--- config.mk ---
export PLATFORM = sky130hd
export DESIGN_NAME = http_chunked_body_decoder
export DESIGN_NICKNAME = d
export VERILOG_FILES = /design/src/hdl/hcbd_pkg.sv /design/src/hdl/http_chunked_body_decoder.sv
export SDC_FILE = /design/constraint.sdc
export NUM_CORES = 1
export LEC_CHECK = 0
export BUFFER_PORTS_ARGS = -buffer_cell sky130_fd_sc_hd__buf_2
export CORE_MARGIN = 3
export CORE_UTILIZATION = 55
export CTS_CLUSTER_SIZE = 12
export DETAILED_ROUTE_END_ITERATION = 12
export PLACE_DENSITY = 0.77
export SLEW_MARGIN = 20
export SYNTH_ARGS = -nofsm -noshare
export SYNTH_HDL_FRONTEND = slang
export SYNTH_SLANG_ARGS = --single-unit
--- constraint.sdc ---
create_clock -name clk -period 6.6 [get_ports clk]
set_clock_uncertainty 0.2 [all_clocks]
set_input_delay 1.98 -clock clk [delete_from_list [all_inputs] [get_ports clk]]
set_output_delay 1.98 -clock clk [all_outputs]
set_load 0.02 [all_outputs]
--- src/hdl/hcbd_pkg.sv ---
// ----------------------------------------------------------------------------
// hcbd_pkg
// shared codes, character constants and the hex digit decoder of the
// chunked body decoder
// ----------------------------------------------------------------------------
package hcbd_pkg;

  // result status codes
  localparam logic [1:0] ST_PAYLOAD  = 2'd0;
  localparam logic [1:0] ST_COMPLETE = 2'd1;
  localparam logic [1:0] ST_ERROR    = 2'd2;

  // error kinds
  localparam logic [1:0] ERR_NONE       = 2'd0;
  localparam logic [1:0] ERR_BAD_LINE   = 2'd1;
  localparam logic [1:0] ERR_SIZE_OVF   = 2'd2;
  localparam logic [1:0] ERR_OVER_LIMIT = 2'd3;

  // characters of the size line
  localparam logic [7:0] CHAR_CR   = 8'h0D;
  localparam logic [7:0] CHAR_LF   = 8'h0A;
  localparam logic [7:0] CHAR_SEMI = 8'h3B;

  // widest chunk size in hex digits
  localparam int SIZE_HEX_DIGITS = 8;

  typedef struct packed {
    logic       ok;
    logic [3:0] val;
  } hex_digit_t;

  function automatic hex_digit_t hex_decode(input logic [7:0] c);
    hex_digit_t h;
    h.ok  = 1'b1;
    h.val = 4'd0;
    if (c inside {[8'h30 : 8'h39]}) begin
      h.val = 4'(c - 8'h30);
    end else if (c inside {[8'h41 : 8'h46]}) begin
      h.val = 4'(c - 8'h41 + 8'd10);
    end else if (c inside {[8'h61 : 8'h66]}) begin
      h.val = 4'(c - 8'h61 + 8'd10);
    end else begin
      h.ok = 1'b0;
    end
    return h;
  endfunction

endpackage

--- src/hdl/http_chunked_body_decoder.sv ---
// ----------------------------------------------------------------------------
// http_chunked_body_decoder
// decodes an http/1.1 chunked transfer body, one byte per word
// ----------------------------------------------------------------------------
// Feed the body bytes that follow the response header, one per input word.
// For every payload byte the block returns one word with status 0 and the
// running count of payload bytes; size lines and the two bytes after each
// chunk give no word. A zero-size chunk (or a size line with no digits) gives
// one status 1 word, a malformed size line, a size with more significant hex
// digits than MAX_SIZE_DIGITS (capped at 8) or a declared total above
// max_body_length (0 = no limit) gives one status 2 word with its error kind.
// After either of those the block swallows every byte silently until reset.
// Throughput is one byte per clock while results are taken; each byte is
// held in the input register, then moves on to the output registers once
// those are free or draining. The input side stays ready while a result
// waits only if that register is empty. The user must write max_body_length
// through cfg_write_en / cfg_wdata while the block is idle; not enforced.
// ----------------------------------------------------------------------------
module http_chunked_body_decoder #(
  parameter int MAX_SIZE_DIGITS = 8
) (
  input  logic        clk,
  input  logic        rst,
  // configuration
  input  logic        cfg_write_en,
  input  logic [31:0] cfg_wdata,
  // body bytes in
  input  logic        in_valid,
  output logic        in_ready,
  input  logic [7:0]  in_byte,
  // results out
  output logic        out_valid,
  input  logic        out_ready,
  output logic [7:0]  out_byte,
  output logic [1:0]  status,
  output logic [1:0]  error_kind,
  output logic [31:0] bytes_delivered
);
  import hcbd_pkg::*;

  // significant digits allowed, never more than the size register holds
  localparam int DigitLim = (MAX_SIZE_DIGITS < SIZE_HEX_DIGITS) ?
                            MAX_SIZE_DIGITS : SIZE_HEX_DIGITS;
  localparam int SdW      = $clog2(DigitLim + 1);

  typedef enum logic [2:0] {
    PH_SIZE_START,
    PH_DIGITS,
    PH_EXT,
    PH_CR_SEEN,
    PH_DATA,
    PH_TRAIL1,
    PH_TRAIL2,
    PH_DONE
  } phase_t;

  // configuration register
  logic [31:0] max_body_length;

  // input register
  logic        byte_valid;
  logic [7:0]  byte_q;

  // decoder state
  phase_t         phase, phase_next;
  logic [31:0]    chunk_left, chunk_left_next;
  logic [31:0]    declared_total, declared_total_next;
  logic [SdW-1:0] size_digits, size_digits_next;
  logic [31:0]    delivered_count, delivered_count_next;

  // result of the byte in the input register
  logic        res_valid;
  logic [7:0]  res_byte;
  logic [1:0]  res_status;
  logic [1:0]  res_error;
  logic [31:0] res_count;

  logic        advance;
  hex_digit_t  hex;
  logic [32:0] sum;

  // the held byte moves on whenever the result register is free or draining
  assign advance  = byte_valid && (!out_valid || out_ready);
  // nothing is taken while reset holds the input register empty
  assign in_ready = !rst && (!byte_valid || advance);

  assign hex = hex_decode(byte_q);
  assign sum = {1'b0, declared_total} + {1'b0, chunk_left};

  always_comb begin
    phase_next           = phase;
    chunk_left_next      = chunk_left;
    declared_total_next  = declared_total;
    size_digits_next     = size_digits;
    delivered_count_next = delivered_count;
    res_valid            = 1'b0;
    res_byte             = 8'd0;
    res_status           = ST_PAYLOAD;
    res_error            = ERR_NONE;
    res_count            = delivered_count;

    case (phase)
      PH_SIZE_START, PH_DIGITS: begin
        if (hex.ok) begin
          // leading zeros are not counted as digits
          if ((chunk_left != 32'd0 || hex.val != 4'd0) &&
              size_digits >= SdW'(DigitLim)) begin
            phase_next = PH_DONE;
            res_valid  = 1'b1;
            res_status = ST_ERROR;
            res_error  = ERR_SIZE_OVF;
          end else begin
            if (chunk_left != 32'd0 || hex.val != 4'd0) begin
              size_digits_next = size_digits + SdW'(1);
            end
            chunk_left_next = {chunk_left[27:0], hex.val};
            phase_next      = PH_DIGITS;
          end
        end else if (byte_q == CHAR_SEMI) begin
          phase_next = PH_EXT;
        end else if (byte_q == CHAR_CR) begin
          phase_next = PH_CR_SEEN;
        end else begin
          phase_next = PH_DONE;
          res_valid  = 1'b1;
          res_status = ST_ERROR;
          res_error  = ERR_BAD_LINE;
        end
      end
      PH_EXT: begin
        if (byte_q == CHAR_CR) begin
          phase_next = PH_CR_SEEN;
        end
      end
      PH_CR_SEEN: begin
        if (byte_q == CHAR_LF) begin
          // end of size line: last chunk, limit check or start of data
          if (chunk_left == 32'd0) begin
            phase_next = PH_DONE;
            res_valid  = 1'b1;
            res_status = ST_COMPLETE;
          end else if (max_body_length != 32'd0 && sum > {1'b0, max_body_length}) begin
            phase_next = PH_DONE;
            res_valid  = 1'b1;
            res_status = ST_ERROR;
            res_error  = ERR_OVER_LIMIT;
          end else begin
            declared_total_next = sum[32] ? 32'hFFFF_FFFF : sum[31:0];
            phase_next          = PH_DATA;
          end
        end else if (byte_q != CHAR_CR) begin
          phase_next = PH_EXT;
        end
      end
      PH_DATA: begin
        delivered_count_next = delivered_count + 32'd1;
        chunk_left_next      = chunk_left - 32'd1;
        if (chunk_left == 32'd1) begin
          phase_next = PH_TRAIL1;
        end
        res_valid = 1'b1;
        res_byte  = byte_q;
        res_count = delivered_count + 32'd1;
      end
      PH_TRAIL1: begin
        phase_next = PH_TRAIL2;
      end
      PH_TRAIL2: begin
        phase_next       = PH_SIZE_START;
        chunk_left_next  = 32'd0;
        size_digits_next = '0;
      end
      default: begin
        // body finished or failed: swallow everything
      end
    endcase
  end

  always_ff @(posedge clk) begin
    if (rst) begin
      max_body_length <= 32'd0;
      byte_valid      <= 1'b0;
      phase           <= PH_SIZE_START;
      chunk_left      <= 32'd0;
      declared_total  <= 32'd0;
      size_digits     <= '0;
      delivered_count <= 32'd0;
      out_valid       <= 1'b0;
    end else begin
      if (cfg_write_en) begin
        max_body_length <= cfg_wdata;
      end
      if (in_ready) begin
        byte_valid <= in_valid;
      end
      if (advance) begin
        phase           <= phase_next;
        chunk_left      <= chunk_left_next;
        declared_total  <= declared_total_next;
        size_digits     <= size_digits_next;
        delivered_count <= delivered_count_next;
        out_valid       <= res_valid;
      end else if (out_ready) begin
        out_valid <= 1'b0;
      end
    end
  end

  // payload registers, no reset
  always_ff @(posedge clk) begin
    if (in_valid && in_ready) begin
      byte_q <= in_byte;
    end
    if (advance && res_valid) begin
      out_byte        <= res_byte;
      status          <= res_status;
      error_kind      <= res_error;
      bytes_delivered <= res_count;
    end
  end

  // a data phase always has bytes left to pass
  a_data_has_bytes: assert property (@(posedge clk) disable iff (rst)
    phase == PH_DATA |-> chunk_left != 32'd0)
    else $error("data phase with empty chunk");

  // digit count never passes its cap
  a_digit_cap: assert property (@(posedge clk) disable iff (rst)
    size_digits <= SdW'(DigitLim))
    else $error("size digit count beyond cap");

  // error kind goes with error status only
  a_error_kind: assert property (@(posedge clk) disable iff (rst)
    out_valid |-> ((status == ST_ERROR) == (error_kind != ERR_NONE)))
    else $error("error kind does not match status");

  // once finished, a drained result is never followed by another
  a_silent_after_end: assert property (@(posedge clk) disable iff (rst)
    (phase == PH_DONE && out_valid && out_ready) |=> !out_valid)
    else $error("result after body end");

  // a held byte is always processed once the output side frees up
  a_byte_moves: assert property (@(posedge clk) disable iff (rst)
    (byte_valid && !out_valid) |=> (!byte_valid || $past(in_valid && in_ready)))
    else $error("input byte stuck with free output");

endmodule
Word level (Yosys, flattened, before mapping)
Index checks and enable logic that the tools add are counted.
{ "classes": {"addsub": 9, "magnitude_cmp": 8, "n_eq_ne": 17, "mux": 51, "bitwise_logic": 2, "reduce_logical": 29} }
{ "ops": {"columns": ["operator", "count"], "rows": [
  ["two-way mux 32 bit", 4],
  ["one-hot mux 32 bit (3 select lines)", 1],
  ["nonzero test 32 bit", 2],
  ["adder 32 x 32 -> 33 bit", 1],
  ["> comparator 33 x 32 -> 1 bit", 1],
  ["adder 32 x 1 -> 32 bit, second input constant", 1],
  ["== test 32 x 1 -> 1 bit, second input constant", 1],
  ["logical NOT 32 bit", 1],
  ["subtractor 32 x 1 -> 32 bit, second input constant", 1],
  ["two-way mux 2 bit", 13],
  ["two-way mux 3 bit", 8],
  ["two-way mux 4 bit", 6],
  ["one-hot mux 3 bit (6 select lines)", 1],
  ["== test 8 x 4 -> 1 bit, second input constant", 2],
  ["greater-or-equal comparator 8 x 7 -> 1 bit, second input constant", 2],
  ["<= comparator 8 x 7 -> 1 bit, second input constant", 2],
  ["AND reduction 5 bit", 3],
  ["two-way mux 1 bit", 14],
  ["subtractor 4 x 1 -> 4 bit, second input constant", 3],
  ["!= test 2 bit, second input constant", 5],
  ["== test 3 bit, second input constant", 3],
  ["logical AND 1 bit", 9],
  ["adder 4 bit, second input constant", 2],
  ["== test 8 x 6 -> 1 bit, second input constant", 1],
  ["21 further kinds", 29]
]} }
{ "word_totals": {"regBits": 189, "input_bits": 45, "wordCells": 129} }

Logic depth before layout (Yosys ltp)
Gate-level depths: netlist of run 1.
{ "depth": {"depth_word": 12, "ltp_mapped": 22, "mapped_depth_nobuf": 20} }

Worst setup path before layout of run 1
Ideal clock, no wire load.
{ "synth_timing": {"path_type": "reg2reg", "startpoint": "register chunk_left[0]", "endpoint": "register bytes_delivered[0] (enable)", "t_arrival_ns": 5.717, "path_slack_ns": 0.277, "stages_incl_launch_ff": 19, "path_buffers": 0, "synth_period_minus_slack_ns": 6.323, "path_cell_list": "dfxtp_1 > ha_1 > fa_1 > a21o_1 > a221oi_2 > o21ai_0 > a31oi_1 > o211ai_1 > a221o_1 > a21oi_1 > xnor2_1 > ha_1 > nand4_1 > or4_1 > a31o_2 > a211oi_1 > a311oi_2 > o311ai_0 > and3_1"} }
{ "synth_via": {"elab_chain_len": 8, "elab_cells_between_ends": 14, "classes_between": "1 x add/sub; 1 x order compare; 6 x mux; 6 x reduce/logical"} }
{ "synth_rtl": {"columns": ["element", "line_no", "text"], "rows": [
  ["from (decl)", "http_chunked_body_decoder.sv:66", "logic [31:0] chunk_left, chunk_left_next;"],
  ["from (signal assigned)", "http_chunked_body_decoder.sv:198", "chunk_left <= chunk_left_next;"],
  ["adder 32 x 32 -> 33 bit", "http_chunked_body_decoder.sv:88", "assign sum = {1'b0, declared_total} + {1'b0, chunk_left};"],
  ["> comparator 33 x 32 -> 1 bit", "http_chunked_body_decoder.sv:142", "end else if (max_body_length != 32'd0 && sum > {1'b0, max_body_length}) begin"],
  ["logical AND 1 bit", "http_chunked_body_decoder.sv:142", null],
  ["two-way mux 1 bit", "http_chunked_body_decoder.sv:142", null],
  ["two-way mux 1 bit", "http_chunked_body_decoder.sv:138", "if (chunk_left == 32'd0) begin"],
  ["two-way mux 1 bit", "http_chunked_body_decoder.sv:136", "if (byte_q == CHAR_LF) begin"],
  ["one-hot mux 1 bit (3 select lines) *", "http_chunked_body_decoder.sv:102", "case (phase)"],
  ["logical AND 1 bit *", "http_chunked_body_decoder.sv:214", "if (advance && res_valid) begin"],
  ["to (signal assigned)", "http_chunked_body_decoder.sv:218", "bytes_delivered <= res_count;"],
  ["to (decl)", "http_chunked_body_decoder.sv:37", "output logic [31:0] bytes_delivered"]
]} }
Mark *: on every way between the ends. The rest lies on a longest branch, timed or not.
A chain may end at the register's enable or synchronous reset.

Worst setup path in the final report of run 1
{ "layout_timing": {"startpoint": "register chunk_left[0]", "endpoint": "register bytes_delivered[7] (enable)"} }
The elaborated chain is that of the path after synthesis.

==> impl_summary.txt, run 1 <==
----------------------------------------------------
[Clock network]
  # hold bufs at CTS ... 0
  TritonCTS clock tree ... yes
  Number of H-tree branching levels ... 4
  Total of cells resized after clock tree synthesis ... 0
  Clock tree root buffer cell ... sky130_fd_sc_hd__clkbuf_16
  Clk Latency, worst-skew pair ... 440 ps
  Clock-pin slew on the worst setup and hold paths ... 80 ps
  Number of buffers on the longest clock path ... 2
  Number of buffers inserted to repair setup after CTS ... 0
  Clock Sink Count ... 189
  Number of CTS-inserted buffers ... 17

[Die]
  DIE HEIGHT ... 148 µm
  Count of boundary I/O pins ... 91
  Starting density of the core ... 56.5%
  Core Region ... 0.0197 mm²
  Chip width ... 148 µm
  Die outline area ... 0.0219 mm²
  Row count ... 51

[Pwr]
  Peak supply drop ... 223 µV
  Static leakage power ... 5.22 nW
  Share of power burned in registers ... 45.4%
  Overall power consumption ... 0.00281 W
  Power share of the clock group ... 37.6%
  Switching pwr ... 0.000862 W
  Share of power burned in combinational logic ... 17.0%
  Sw Ratio ... 30.6%
  Pwr dens ... 227 mW/mm²
  Cell Int Power ... 0.00195 W

[Synthesis]
  Distinct cell type count of the synthesized netlist ... 75
  Yosys Warn Count ... 0
  Synthesized flop and latch total ... 189
  Most area-hungry cell type in the Yosys netlist ... sky130_fd_sc_hd__dfxtp_1
  Most common cell in the synthesized netlist ... sky130_fd_sc_hd__nor2_1
  Syn_nets ... 1399
  Most area-consuming cells after synthesis ... sky130_fd_sc_hd__dfxtp_1, sky130_fd_sc_hd__edfxtp_1, sky130_fd_sc_hd__ha_1
  Area share of the largest cell type after synthesis ... 24.7%
  Part of the Yosys area used for sequential elements ... 38.8%
  Fraction of synthesis flops using an asynchronous set or reset pin ... 0%
  Gate Count Post-Synth ... 1279
  Syn avg cell area ... 8.68 µm²
  Synth cell count leaders ... sky130_fd_sc_hd__nor2_1, sky130_fd_sc_hd__dfxtp_1, sky130_fd_sc_hd__nand2_1
  Synthesized area ... 0.0111 mm²
  Count of flip-flops with a built-in enable after synthesis ... 52
  Flip-flop cell with the highest count after synthesis ... sky130_fd_sc_hd__dfxtp_1

[Worst setup path]
  CP Max Fanout ... 44
  Beginning of the worst register-to-register path ... chunk_left[0]
  Worst path most repeated cell ... sky130_fd_sc_hd__ha_1
  Worst R2R Setup Slack ... 400 ps
  Critical path start-end classification ... reg2reg
  Reg2reg end ... bytes_delivered[7]
  Endpoint class of the critical path ... register
  Arrival time of the worst setup path ... 6120 ps
  Required @ worst endpoint ... 6530 ps
  Worst Setup Start Kind ... register
  Worst setup path startpoint ... chunk_left[0]
  Count of cells along the worst register-to-register path ... 19
  Maximum single-stage delay on the critical path ... 600 ps
  Chain of cells forming the critical path ... ha_1 -> fa_1 -> a21o_1 -> a221oi_2 -> o21ai_0 -> a31oi_2 -> o211ai_1 -> a221o_1 -> a21oi_1 -> xnor2_1 -> ha_1 -> nand4_1 -> or4_1 -> a31o_2 -> a211oi_1 -> a311oi_2 -> o311ai_1 -> and3_2 -> buf_12
  Cell type of the slowest stage on the worst timing path ... sky130_fd_sc_hd__or4_1

[Place]
  Routability Congestion ... 0.962
  # port buffers ... 90
  Total half-perimeter wirelength after legalization and detailed placement ... 18100 µm

[STA]
  Final number of hold-violating endpoints ... 0
  Final Critical Period ... 6200 ps
  Setup repair after global routing missed its margin ... no
  Max transition margin ... 26.0%
  Number of max-slew violations in the final report ... 0
  Count of final setup violators ... 0
  Setup TNS ... 0 ps
  Peak Freq ... 161 MHz
  Actual transition at the worst max-transition pin ... 1110 ps
  Period utilization ... 93.9%

[GRT]
  GRT met1 Usage ... 32.5%
  Number of antenna violations at the first check in global routing ... 0
  Global routing's busiest layer ... met2
  Global routing usage on met3 ... 2.99%
  Global-route congestion overflow total ... 0
  Met2 routing resource usage after global routing ... 38.5%
  Overall fraction of global-route tracks in use ... 23.5%
  Maximum number of pins on one net before global-route repair ... 104
  Wire length of the first global-routing pass ... 42900 µm
  Number of global-route vias before repair ... 8932

[Drt]
  Total iterations of the first detailed-routing run ... 5
  Total Wirelength ... 25400 µm
  Via density ... 5.86
  Vias ... 9505
  Number of violations reported at the end of detailed-routing iteration 0 ... 759
  Post-detailed-route DRC marker count ... 0
  Number of routed nets with antenna violations ... 0
  Wirelength per Cell ... 15.7 µm

[Min path]
  Worst-case hold path end point ... declared_total[4]
  Worst hold path cell count ... 2
  Hold Path Origin ... declared_total[4]
  Worst min-delay path category ... reg2reg

[Flow run]
  MaxCap Viol Count ... 0

[Outcome]
  Result of the run ... finished, final reports clean

[Finish]
  Proportion of layout cells with a drive suffix above 1 ... 12.1%
  Antenna Diode Count ... 0
  Area Growth Syn to Fin ... 11.5%
  Net count reported at finish ... 1464

----------------------------------------------------
## through the flow
step	cells	setup slack [ps]	instance area [µm²]	utilization [%]	hold slack (ps)
CTS	1622	215	12400	62.9	259
global route	1622	120	12400	63.0	279
finish	1622	403	12400	63.0	259
detailed placement	1590	312	11700	59.7	248
floorplan	1279	277	11100	-	236
global placement	1590	399	11700	59.7	245
## flip-flops by register name (all words and copies together), names as in the netlist
register / flops
max_body_length: 32
error_kind: 2
status: 2
byte_q: 8
chunk_left: 32
phase: 3
size_digits: 4
delivered_count: 32
bytes_delivered: 32
declared_total: 32
out_valid: 1
byte_valid: 1
out_byte: 8
## worst max path at each step
| stage | to | slack (ps) | cells past startpoint |
|---|---|---|---|
| 2_1_floorplan | bytes_delivered[0] | 280 | 18 |
| 3_5_place_dp | bytes_delivered[6] | 310 | 19 |
| 5_1_grt | declared_total[31] | 120 | 21 |
| 3_3_place_gp | bytes_delivered[6] | 400 | 19 |
| 6_report | bytes_delivered[7] | 400 | 19 |
| 4_1_cts | status[0] | 220 | 19 |
## cell families after synthesis
group	synth area share, %
and+or+nand+nor	20.5
AOI/OAI and AO/OA	17.8
xor gates and xnor gates	7.18
adders and majority gates	8.52
DFF	38.8
buffers and inverters	4.27
muxes	2.97
## worst max-delay path, delay by kind of cell (launching register included)
| kind | cells | cell delay, ps |
|---|---|---|
| flip-flops | 1 | 380 |
| buffers and inverters | 1 | 230 |
| AND/OR/NAND/NOR | 3 | 1010 |
| adder cells (fa/ha/maj) | 3 | 960 |
| XOR/XNOR | 1 | 120 |
| AO/OA/AOI/OAI | 11 | 2930 |
## cell type report
type / instances / area (µm²)
clock buffers: 18 / 450
clock inverters: 14 / 176
fillers: 1694 / 7280
inverters: 59 / 221
multi-input cells: 975 / 6330
flip-flops and latches: 189 / 4300
well taps: 265 / 332
repair buffers: 102 / 559
## cell usage in the layout (no fill, tap or decap), types with 49 or more instances in the layout
cell type and n:
sky130_fd_sc_hd__nor2_1 161, sky130_fd_sc_hd__nor3_1 49, sky130_fd_sc_hd__a21oi_1 93, sky130_fd_sc_hd__edfxtp_1 52, sky130_fd_sc_hd__xnor2_1 50, sky130_fd_sc_hd__o21ai_0 70
sky130_fd_sc_hd__dfxtp_1 137, sky130_fd_sc_hd__ha_1 74, sky130_fd_sc_hd__buf_2 89, sky130_fd_sc_hd__nand2_1 109, sky130_fd_sc_hd__inv_1 58
## power by group through the flow
stage	registers, W	logic (W)	clock network [W]
CTS	0.00128	0.000476	0.00107
floorplan	0.00130	0.000347	0
global placement	0.00130	0.000463	0
finish	0.00128	0.000479	0.00106
global route	0.00128	0.000536	0.00113
detailed placement	0.00130	0.000471	0
## routing by layer
layer / up-vias / wire, µm
met1: 4397 / 11600
met2: 334 / 11900
met3: 38 / 1490
met4: 0 / 447
met5: - / 0
li1: 4736 / -
Power figures use the tool's default switching activity.
==> inputs of run 2 (changes only) <==
--- a/config.mk
+++ b/config.mk
@@ -5,7 +5,7 @@
 export SDC_FILE = /design/constraint.sdc
 export NUM_CORES = 1
 export LEC_CHECK = 0
-export BUFFER_PORTS_ARGS = -buffer_cell sky130_fd_sc_hd__buf_2
+export BUFFER_PORTS_ARGS = -buffer_cell sky130_fd_sc_hd__buf_4
 export CORE_MARGIN = 3
 export CORE_UTILIZATION = 55
 export CTS_CLUSTER_SIZE = 12
==> run 2 against run 1 <==
Effect of this change:
- fmax is 0.89% higher
- critical path depth grew 1
- worst hold slack gained 4.3 ps
- non-clock buffer count grew 1
- routed wire length increased by 1.9%
- setup slack improved by 55 ps
- combinational power is 3% higher
- clock power hardly changed
- sequential cell count is the same
- critical path type unchanged
- critical endpoint is now bytes_delivered[18]
- largest cell class unchanged
==> impl_summary.txt, run 2 (synthesis results as in run 1) <==
----------------------------------------------------
[Worst setup path]
  Worst Setup Start Kind ... register
  CP Max Fanout ... 44 (unchanged)
  Required @ worst endpoint ... 6580 ps (+50 ps)
  Worst R2R Setup Slack ... 460 ps (+50 ps)
  Beginning of the worst register-to-register path ... chunk_left[0]
  Endpoint class of the critical path ... register
  Critical path start-end classification ... reg2reg
  Arrival time of the worst setup path ... 6120 ps (about the same)
  Count of cells along the worst register-to-register path ... 20 (+1)
  Reg2reg end ... bytes_delivered[18]

[Min path]
  Worst-case hold path end point ... declared_total[11]
  Worst min-delay path category ... reg2reg
  Hold Path Origin ... declared_total[11]
  Worst hold path cell count ... 2 (unchanged)

[STA]
  Max transition margin ... 33.4% (+7.5 points)
  Final number of hold-violating endpoints ... 0 (unchanged)
  Peak Freq ... 163 MHz (+0.89%)
  Count of final setup violators ... 0 (unchanged)
  Period utilization ... 93.1% (-0.83 points)
  Number of max-slew violations in the final report ... 0 (unchanged)
  Final Critical Period ... 6140 ps (-54.6 ps)
  Setup repair after global routing missed its margin ... no
  Actual transition at the worst max-transition pin ... 998 ps (-112 ps)
  Setup TNS ... 0 ps (unchanged)

[Pwr]
  Cell Int Power ... 0.00194 W (-0.50%)
  Share of power burned in registers ... 45.2% (-0.2 points)
  Switching pwr ... 0.000880 W (+2.1%)
  Share of power burned in combinational logic ... 17.4% (+0.4 points)
  Peak supply drop ... 216 µV (-3.4%)
  Power share of the clock group ... 37.3% (-0.3 points)
  Sw Ratio ... 31.2% (+0.56 points)
  Pwr dens ... 224 mW/mm² (-1.4%)
  Static leakage power ... 5.29 nW (+1.3%)

[Drt]
  Number of violations reported at the end of detailed-routing iteration 0 ... 696 (-8.3%)
  Total iterations of the first detailed-routing run ... 5 (unchanged)
  Wirelength per Cell ... 16.0 µm (+1.8%)
  Number of routed nets with antenna violations ... 0 (unchanged)
  Total Wirelength ... 25900 µm (+1.9%)
  Post-detailed-route DRC marker count ... 0 (unchanged)
  Via density ... 5.85 (-0.25%)
  Vias ... 9487 (-0.19%)

[Finish]
  Combined area of the multi-input logic cells ... 0.00634 mm² (about the same)
  Filler instances ... 1657 (-2.2%)
  Area of all sequential standard cells ... 0.00430 mm² (unchanged)
  Most frequent standard cell in the layout excluding fill and tap cells ... sky130_fd_sc_hd__nor2_1
  Area Growth Syn to Fin ... 13.4%
  Net count reported at finish ... 1465 (+0.068%)
  Number of non-filler instances in the completed layout ... 1623 (+0.062%)
  Proportion of layout cells with a drive suffix above 1 ... 12.1% (about the same)
  Antenna Diode Count ... 0 (unchanged)
  Leading cell types in the layout, fill and taps excluded ... sky130_fd_sc_hd__nor2_1, sky130_fd_sc_hd__dfxtp_1, sky130_fd_sc_hd__nand2_1

[Place]
  Total half-perimeter wirelength after legalization and detailed placement ... 18200 µm (+0.50%)
  Routability Congestion ... 0.914 (-5.0%)
  # port buffers ... 90 (unchanged)
  Number of cells in the design after placement ... 1591 (+0.063%)

[GRT]
  Number of antenna violations at the first check in global routing ... 0 (unchanged)
  Global-route congestion overflow total ... 0 (unchanged)
  Maximum number of pins on one net before global-route repair ... 68 (-35%)
  Overall fraction of global-route tracks in use ... 23.5% (+0.070 points)
  Wire length of the first global-routing pass ... 42900 µm (about the same)
  Number of global-route vias before repair ... 8862 (-0.78%)

[Clock network]
  TritonCTS clock tree ... yes
  Number of buffers inserted to repair setup after CTS ... 0 (unchanged)
  Number of buffers on the longest clock path ... 2 (unchanged)
  Total of cells resized after clock tree synthesis ... 0 (unchanged)
  Clock-pin slew on the worst setup and hold paths ... 80 ps (about the same)
  Number of H-tree branching levels ... 4 (unchanged)
  Number of CTS-inserted buffers ... 17 (unchanged)
  # hold bufs at CTS ... 0 (unchanged)
  Clock Sink Count ... 189 (unchanged)
  Clk Latency, worst-skew pair ... 440 ps (about the same)
  Clock tree root buffer cell ... sky130_fd_sc_hd__clkbuf_16

[Die]
  Count of boundary I/O pins ... 91 (unchanged)
  Starting density of the core ... 56.5% (unchanged)
  DIE HEIGHT ... 148 µm (unchanged)
  Row count ... 51 (unchanged)
  Core Region ... 0.0197 mm² (unchanged)
  Die outline area ... 0.0219 mm² (unchanged)
  Chip width ... 148 µm (unchanged)

[Flow run]
  MaxCap Viol Count ... 0 (unchanged)

[Outcome]
  Result of the run ... finished, final reports clean

----------------------------------------------------
## run 2: cell type report
cell class | instances | share of cell area, %
Timing Repair Buffer | 103 | 6.24
Multi-Input combinational cell | 975 | 50.3
Inverter | 59 | 1.76
Sequential cell | 189 | 34.2
Clock buffer | 17 | 3.38
Clock inverter | 15 | 1.50
Tap cell | 265 | 2.63
## run 2: layer usage
layer | global-route usage, % | vias to the layer above | share of wire [%]
li1 | - | 4746 | -
met1 | 31.6 | 4389 | 46
met2 | 39.0 | 310 | 47
met3 | 3.56 | 42 | 5.5
met4 | 8.13 | 0 | 1.9
met5 | 0 | - | 0
## run 2: critical path, cell delays in order (launching register included)
cell and delay (ps):
sky130_fd_sc_hd__dfxtp_1 480, sky130_fd_sc_hd__ha_1 240, sky130_fd_sc_hd__fa_1 210, sky130_fd_sc_hd__a21o_1 160, sky130_fd_sc_hd__a221oi_2 80, sky130_fd_sc_hd__o21ai_0 230, sky130_fd_sc_hd__a31oi_1 170, sky130_fd_sc_hd__buf_4 180
sky130_fd_sc_hd__o31ai_1 580, sky130_fd_sc_hd__nand2_1 190, sky130_fd_sc_hd__a311oi_1 370, sky130_fd_sc_hd__xor2_1 270, sky130_fd_sc_hd__ha_1 300, sky130_fd_sc_hd__a21o_1 190, sky130_fd_sc_hd__a2111oi_0 540, sky130_fd_sc_hd__a31o_2 250
sky130_fd_sc_hd__a211oi_1 60, sky130_fd_sc_hd__a311oi_2 470, sky130_fd_sc_hd__o311ai_1 210, sky130_fd_sc_hd__and3_2 300, sky130_fd_sc_hd__buf_12 190
## run 2: stage by stage
step           power [W]  setup slack (ps)  instance area (µm²)  hold WS, ps  utilization, %
2_1_floorplan    0.00165               277                11100          236               -
3_3_place_gp     0.00178               637                12000          246            60.9
3_5_place_dp     0.00179               438                12000          253            60.9
4_1_cts          0.00283               404                12600          263            64.0
5_1_grt          0.00294              79.4                12600          278            64.1
6_report         0.00282               458                12600          263            64.1
## run 2: power by group through the flow
stage	Sequential, W	Combinational (W)	Clock [W]
2_1_floorplan	0.00130	0.000347	0
3_3_place_gp	0.00130	0.000478	0
3_5_place_dp	0.00130	0.000484	0
4_1_cts	0.00128	0.000488	0.00106
5_1_grt	0.00128	0.000545	0.00112
6_report	0.00128	0.000492	0.00105
## run 2: worst max-delay path by stage
| stage | startpoint | endpoint | slack, ps | depth (start not counted) |
|---|---|---|---|---|
| after global placement | chunk_left[0] | bytes_delivered[7] | 640 | 19 |
| after floorplan | chunk_left[0] | bytes_delivered[0] | 280 | 18 |
| after detailed placement | chunk_left[0] | bytes_delivered[9] | 440 | 19 |
| after global routing | chunk_left[0] | bytes_delivered[19] | 80 | 19 |
| final | chunk_left[0] | bytes_delivered[18] | 460 | 20 |
| after CTS | chunk_left[0] | bytes_delivered[18] | 400 | 19 |
==> inputs of run 3 (changes only) <==
--- a/config.mk
+++ b/config.mk
@@ -11,6 +11,7 @@
 export CTS_CLUSTER_SIZE = 12
 export DETAILED_ROUTE_END_ITERATION = 12
 export PLACE_DENSITY = 0.77
+export RECOVER_POWER = 100
 export SLEW_MARGIN = 20
 export SYNTH_ARGS = -nofsm -noshare
 export SYNTH_HDL_FRONTEND = slang
==> run 3 against run 2 <==
Effect of this change:
- critical path type unchanged
- global-route usage unchanged
- utilization down 1.3 points
- count of clock-buffer cells in the layout unchanged
- power down 1.2%
- combinational power down 5.3%
- cell count unchanged
- first-iteration DRC count up 1.0%
- the run now ends with max-capacitance violations, max-slew violations left
- setup slack better by 34 ps
- critical endpoint is now declared_total[28]
- via count up 0.44%
==> impl_summary.txt, run 3 (synthesis results as in run 1) <==
----------------------------------------------------
[Finish]
  Proportion of layout cells with a drive suffix above 1 ... 7.81% (-4.3 points)
  Area Growth Syn to Fin ... 11.0%
  Net count reported at finish ... 1465 (unchanged)
  Antenna Diode Count ... 0 (unchanged)
  Leading cell types in the layout, fill and taps excluded ... sky130_fd_sc_hd__nor2_1, sky130_fd_sc_hd__dfxtp_1, sky130_fd_sc_hd__nand2_1
  Number of non-filler instances in the completed layout ... 1623 (unchanged)
  Most frequent standard cell in the layout excluding fill and tap cells ... sky130_fd_sc_hd__nor2_1
  Filler instances ... 1720 (+3.8%)

[Pwr]
  Cell Int Power ... 0.00192 W (-0.95%)
  Switching pwr ... 0.000865 W (-1.7%)
  Overall power consumption ... 0.00279 W (-1.2%)
  Peak supply drop ... 212 µV (-1.5%)
  Share of power burned in combinational logic ... 16.7% (-0.7 points)
  Share of power burned in registers ... 45.7% (+0.5 points)
  Power share of the clock group ... 37.6% (+0.3 points)
  Sw Ratio ... 31.0% (-0.17 points)
  Static leakage power ... 5.08 nW (-4.0%)
  Pwr dens ... 226 mW/mm² (+0.92%)

[Die]
  DIE HEIGHT ... 148 µm (unchanged)
  Starting density of the core ... 56.5% (unchanged)
  Count of boundary I/O pins ... 91 (unchanged)
  Die outline area ... 0.0219 mm² (unchanged)
  Core Region ... 0.0197 mm² (unchanged)
  Row count ... 51 (unchanged)
  Chip width ... 148 µm (unchanged)

[STA]
  Setup TNS ... 0 ps (unchanged)
  Max transition margin ... -103% (-140 points)
  Tightest hold margin ... 264 ps (+0.661 ps)
  Actual transition at the worst max-transition pin ... 3010 ps (+2010 ps)
  Final number of hold-violating endpoints ... 0 (unchanged)
  Period utilization ... 92.5% (-0.51 points)
  Final Critical Period ... 6110 ps (-34.0 ps)
  Count of final setup violators ... 0 (unchanged)
  Peak Freq ... 164 MHz (+0.56%)
  Number of max-slew violations in the final report ... 28 (+28)
  Setup repair after global routing missed its margin ... no

[Worst setup path]
  Critical path start-end classification ... reg2reg
  Worst Setup Start Kind ... register
  Arrival time of the worst setup path ... 6200 ps (+80 ps)
  Required @ worst endpoint ... 6690 ps (+110 ps)
  Endpoint class of the critical path ... register
  CP Max Fanout ... 30 (-32%)

[Drt]
  Total iterations of the first detailed-routing run ... 8 (+3)
  Total Wirelength ... 25800 µm (-0.44%)
  Wirelength per Cell ... 15.9 µm (-0.44%)
  Post-detailed-route DRC marker count ... 0 (unchanged)
  Vias ... 9529 (+0.44%)
  Via density ... 5.87 (+0.44%)
  Number of violations reported at the end of detailed-routing iteration 0 ... 703 (+1.0%)
  Number of routed nets with antenna violations ... 0 (unchanged)

[Place]
  Total half-perimeter wirelength after legalization and detailed placement ... 18200 µm (unchanged)
  Routability Congestion ... 0.914 (unchanged)
  # port buffers ... 90 (unchanged)
  Number of cells in the design after placement ... 1591 (unchanged)

[Min path]
  Worst min-delay path category ... reg2reg

[Clock network]
  Clk Latency, worst-skew pair ... 440 ps (about the same)
  Clock tree root buffer cell ... sky130_fd_sc_hd__clkbuf_16
  # hold bufs at CTS ... 0 (unchanged)
  Number of H-tree branching levels ... 4 (unchanged)
  Clock-pin slew on the worst setup and hold paths ... 80 ps (about the same)
  Clock Sink Count ... 189 (unchanged)
  TritonCTS clock tree ... yes
  Number of buffers on the longest clock path ... 2 (unchanged)
  Number of CTS-inserted buffers ... 17 (unchanged)

[GRT]
  Maximum number of pins on one net before global-route repair ... 68 (unchanged)
  Number of antenna violations at the first check in global routing ... 0 (unchanged)
  Met2 routing resource usage after global routing ... 39.0% (unchanged)
  Global-route congestion overflow total ... 0 (unchanged)
  Global routing usage on met3 ... 3.56% (unchanged)
  Wire length of the first global-routing pass ... 42900 µm (unchanged)
  Overall fraction of global-route tracks in use ... 23.5% (unchanged)
  Number of global-route vias before repair ... 8862 (unchanged)
  GRT met1 Usage ... 31.6% (unchanged)
  Global routing's busiest layer ... met2

[Outcome]
  Failing checks ... max-capacitance violations, max-slew violations
  Result of the run ... finished with violations

[Flow run]
  MaxCap Viol Count ... 1 (+1)

----------------------------------------------------
[run 3: final timing paths]
path                       from                 end  slack [ps]  depth (start not counted)
min reg2reg  declared_total[11]  declared_total[11]         260                          2
max reg2reg       chunk_left[0]  declared_total[28]         490                         21
min          declared_total[11]  declared_total[11]         260                          2
max               chunk_left[0]  declared_total[28]         490                         21
[run 3: power by group through the flow]
stage               sequential [W]  combinational, W  clock, W
floorplan                  0.00130          0.000347         0
global placement           0.00130          0.000478         0
detailed placement         0.00130          0.000484         0
CTS                        0.00128          0.000488   0.00106
global route               0.00128          0.000519   0.00112
finish                     0.00128          0.000466   0.00105
[run 3: stage by stage]
| step | worst slack (ps) | area, µm² | utilization (%) |
|---|---|---|---|
| finish | 492 | 12300 | 62.7 |
| global route | 59.3 | 12300 | 62.7 |
| CTS | 404 | 12600 | 64.0 |
| floorplan | 277 | 11100 | - |
| global placement | 637 | 12000 | 60.9 |
| detailed placement | 438 | 12000 | 60.9 |
[run 3: final cells by class]
| cell class | instances | area (µm²) | share of cell area, % |
|---|---|---|---|
| clock buffers | 17 | 425 | 3.45 |
| clock inverters | 15 | 189 | 1.53 |
| inverters | 59 | 221 | 1.80 |
| multi-input cells | 975 | 6260 | 50.8 |
| flip-flops and latches | 189 | 4300 | 34.9 |
| well taps | 265 | 332 | 2.69 |
| repair buffers | 103 | 596 | 4.83 |
[run 3: routing by layer]
metal	vias to the layer above	share of wire, %
met5	-	0
met4	0	1.8
met3	37	5.7
met2	314	46
met1	4430	46
li1	4748	-
[run 3: worst max-delay path, stage by stage, from the launching register on]
cell,delay (ps)
sky130_fd_sc_hd__dfxtp_1,480
sky130_fd_sc_hd__ha_1,240
sky130_fd_sc_hd__fa_1,210
sky130_fd_sc_hd__a21o_1,160
sky130_fd_sc_hd__a221oi_2,80
sky130_fd_sc_hd__o21ai_0,220
sky130_fd_sc_hd__a31oi_1,170
sky130_fd_sc_hd__buf_4,180
sky130_fd_sc_hd__o31ai_1,560
sky130_fd_sc_hd__nand2_1,180
sky130_fd_sc_hd__a311oi_1,370
sky130_fd_sc_hd__xor2_1,270
sky130_fd_sc_hd__ha_1,310
sky130_fd_sc_hd__a21o_1,190
sky130_fd_sc_hd__a2111oi_0,530
sky130_fd_sc_hd__a31o_2,240
sky130_fd_sc_hd__a211oi_1,60
sky130_fd_sc_hd__a311oi_2,450
sky130_fd_sc_hd__o211ai_1,150
sky130_fd_sc_hd__clkbuf_4,330
sky130_fd_sc_hd__nor3_1,290
sky130_fd_sc_hd__nor3_1,70
[run 3: what timing repair did]
action                     in CTS  in global routing
buffers inserted                0                  0
setup endpoints to repair       0                 44
resized for setup               0                  1
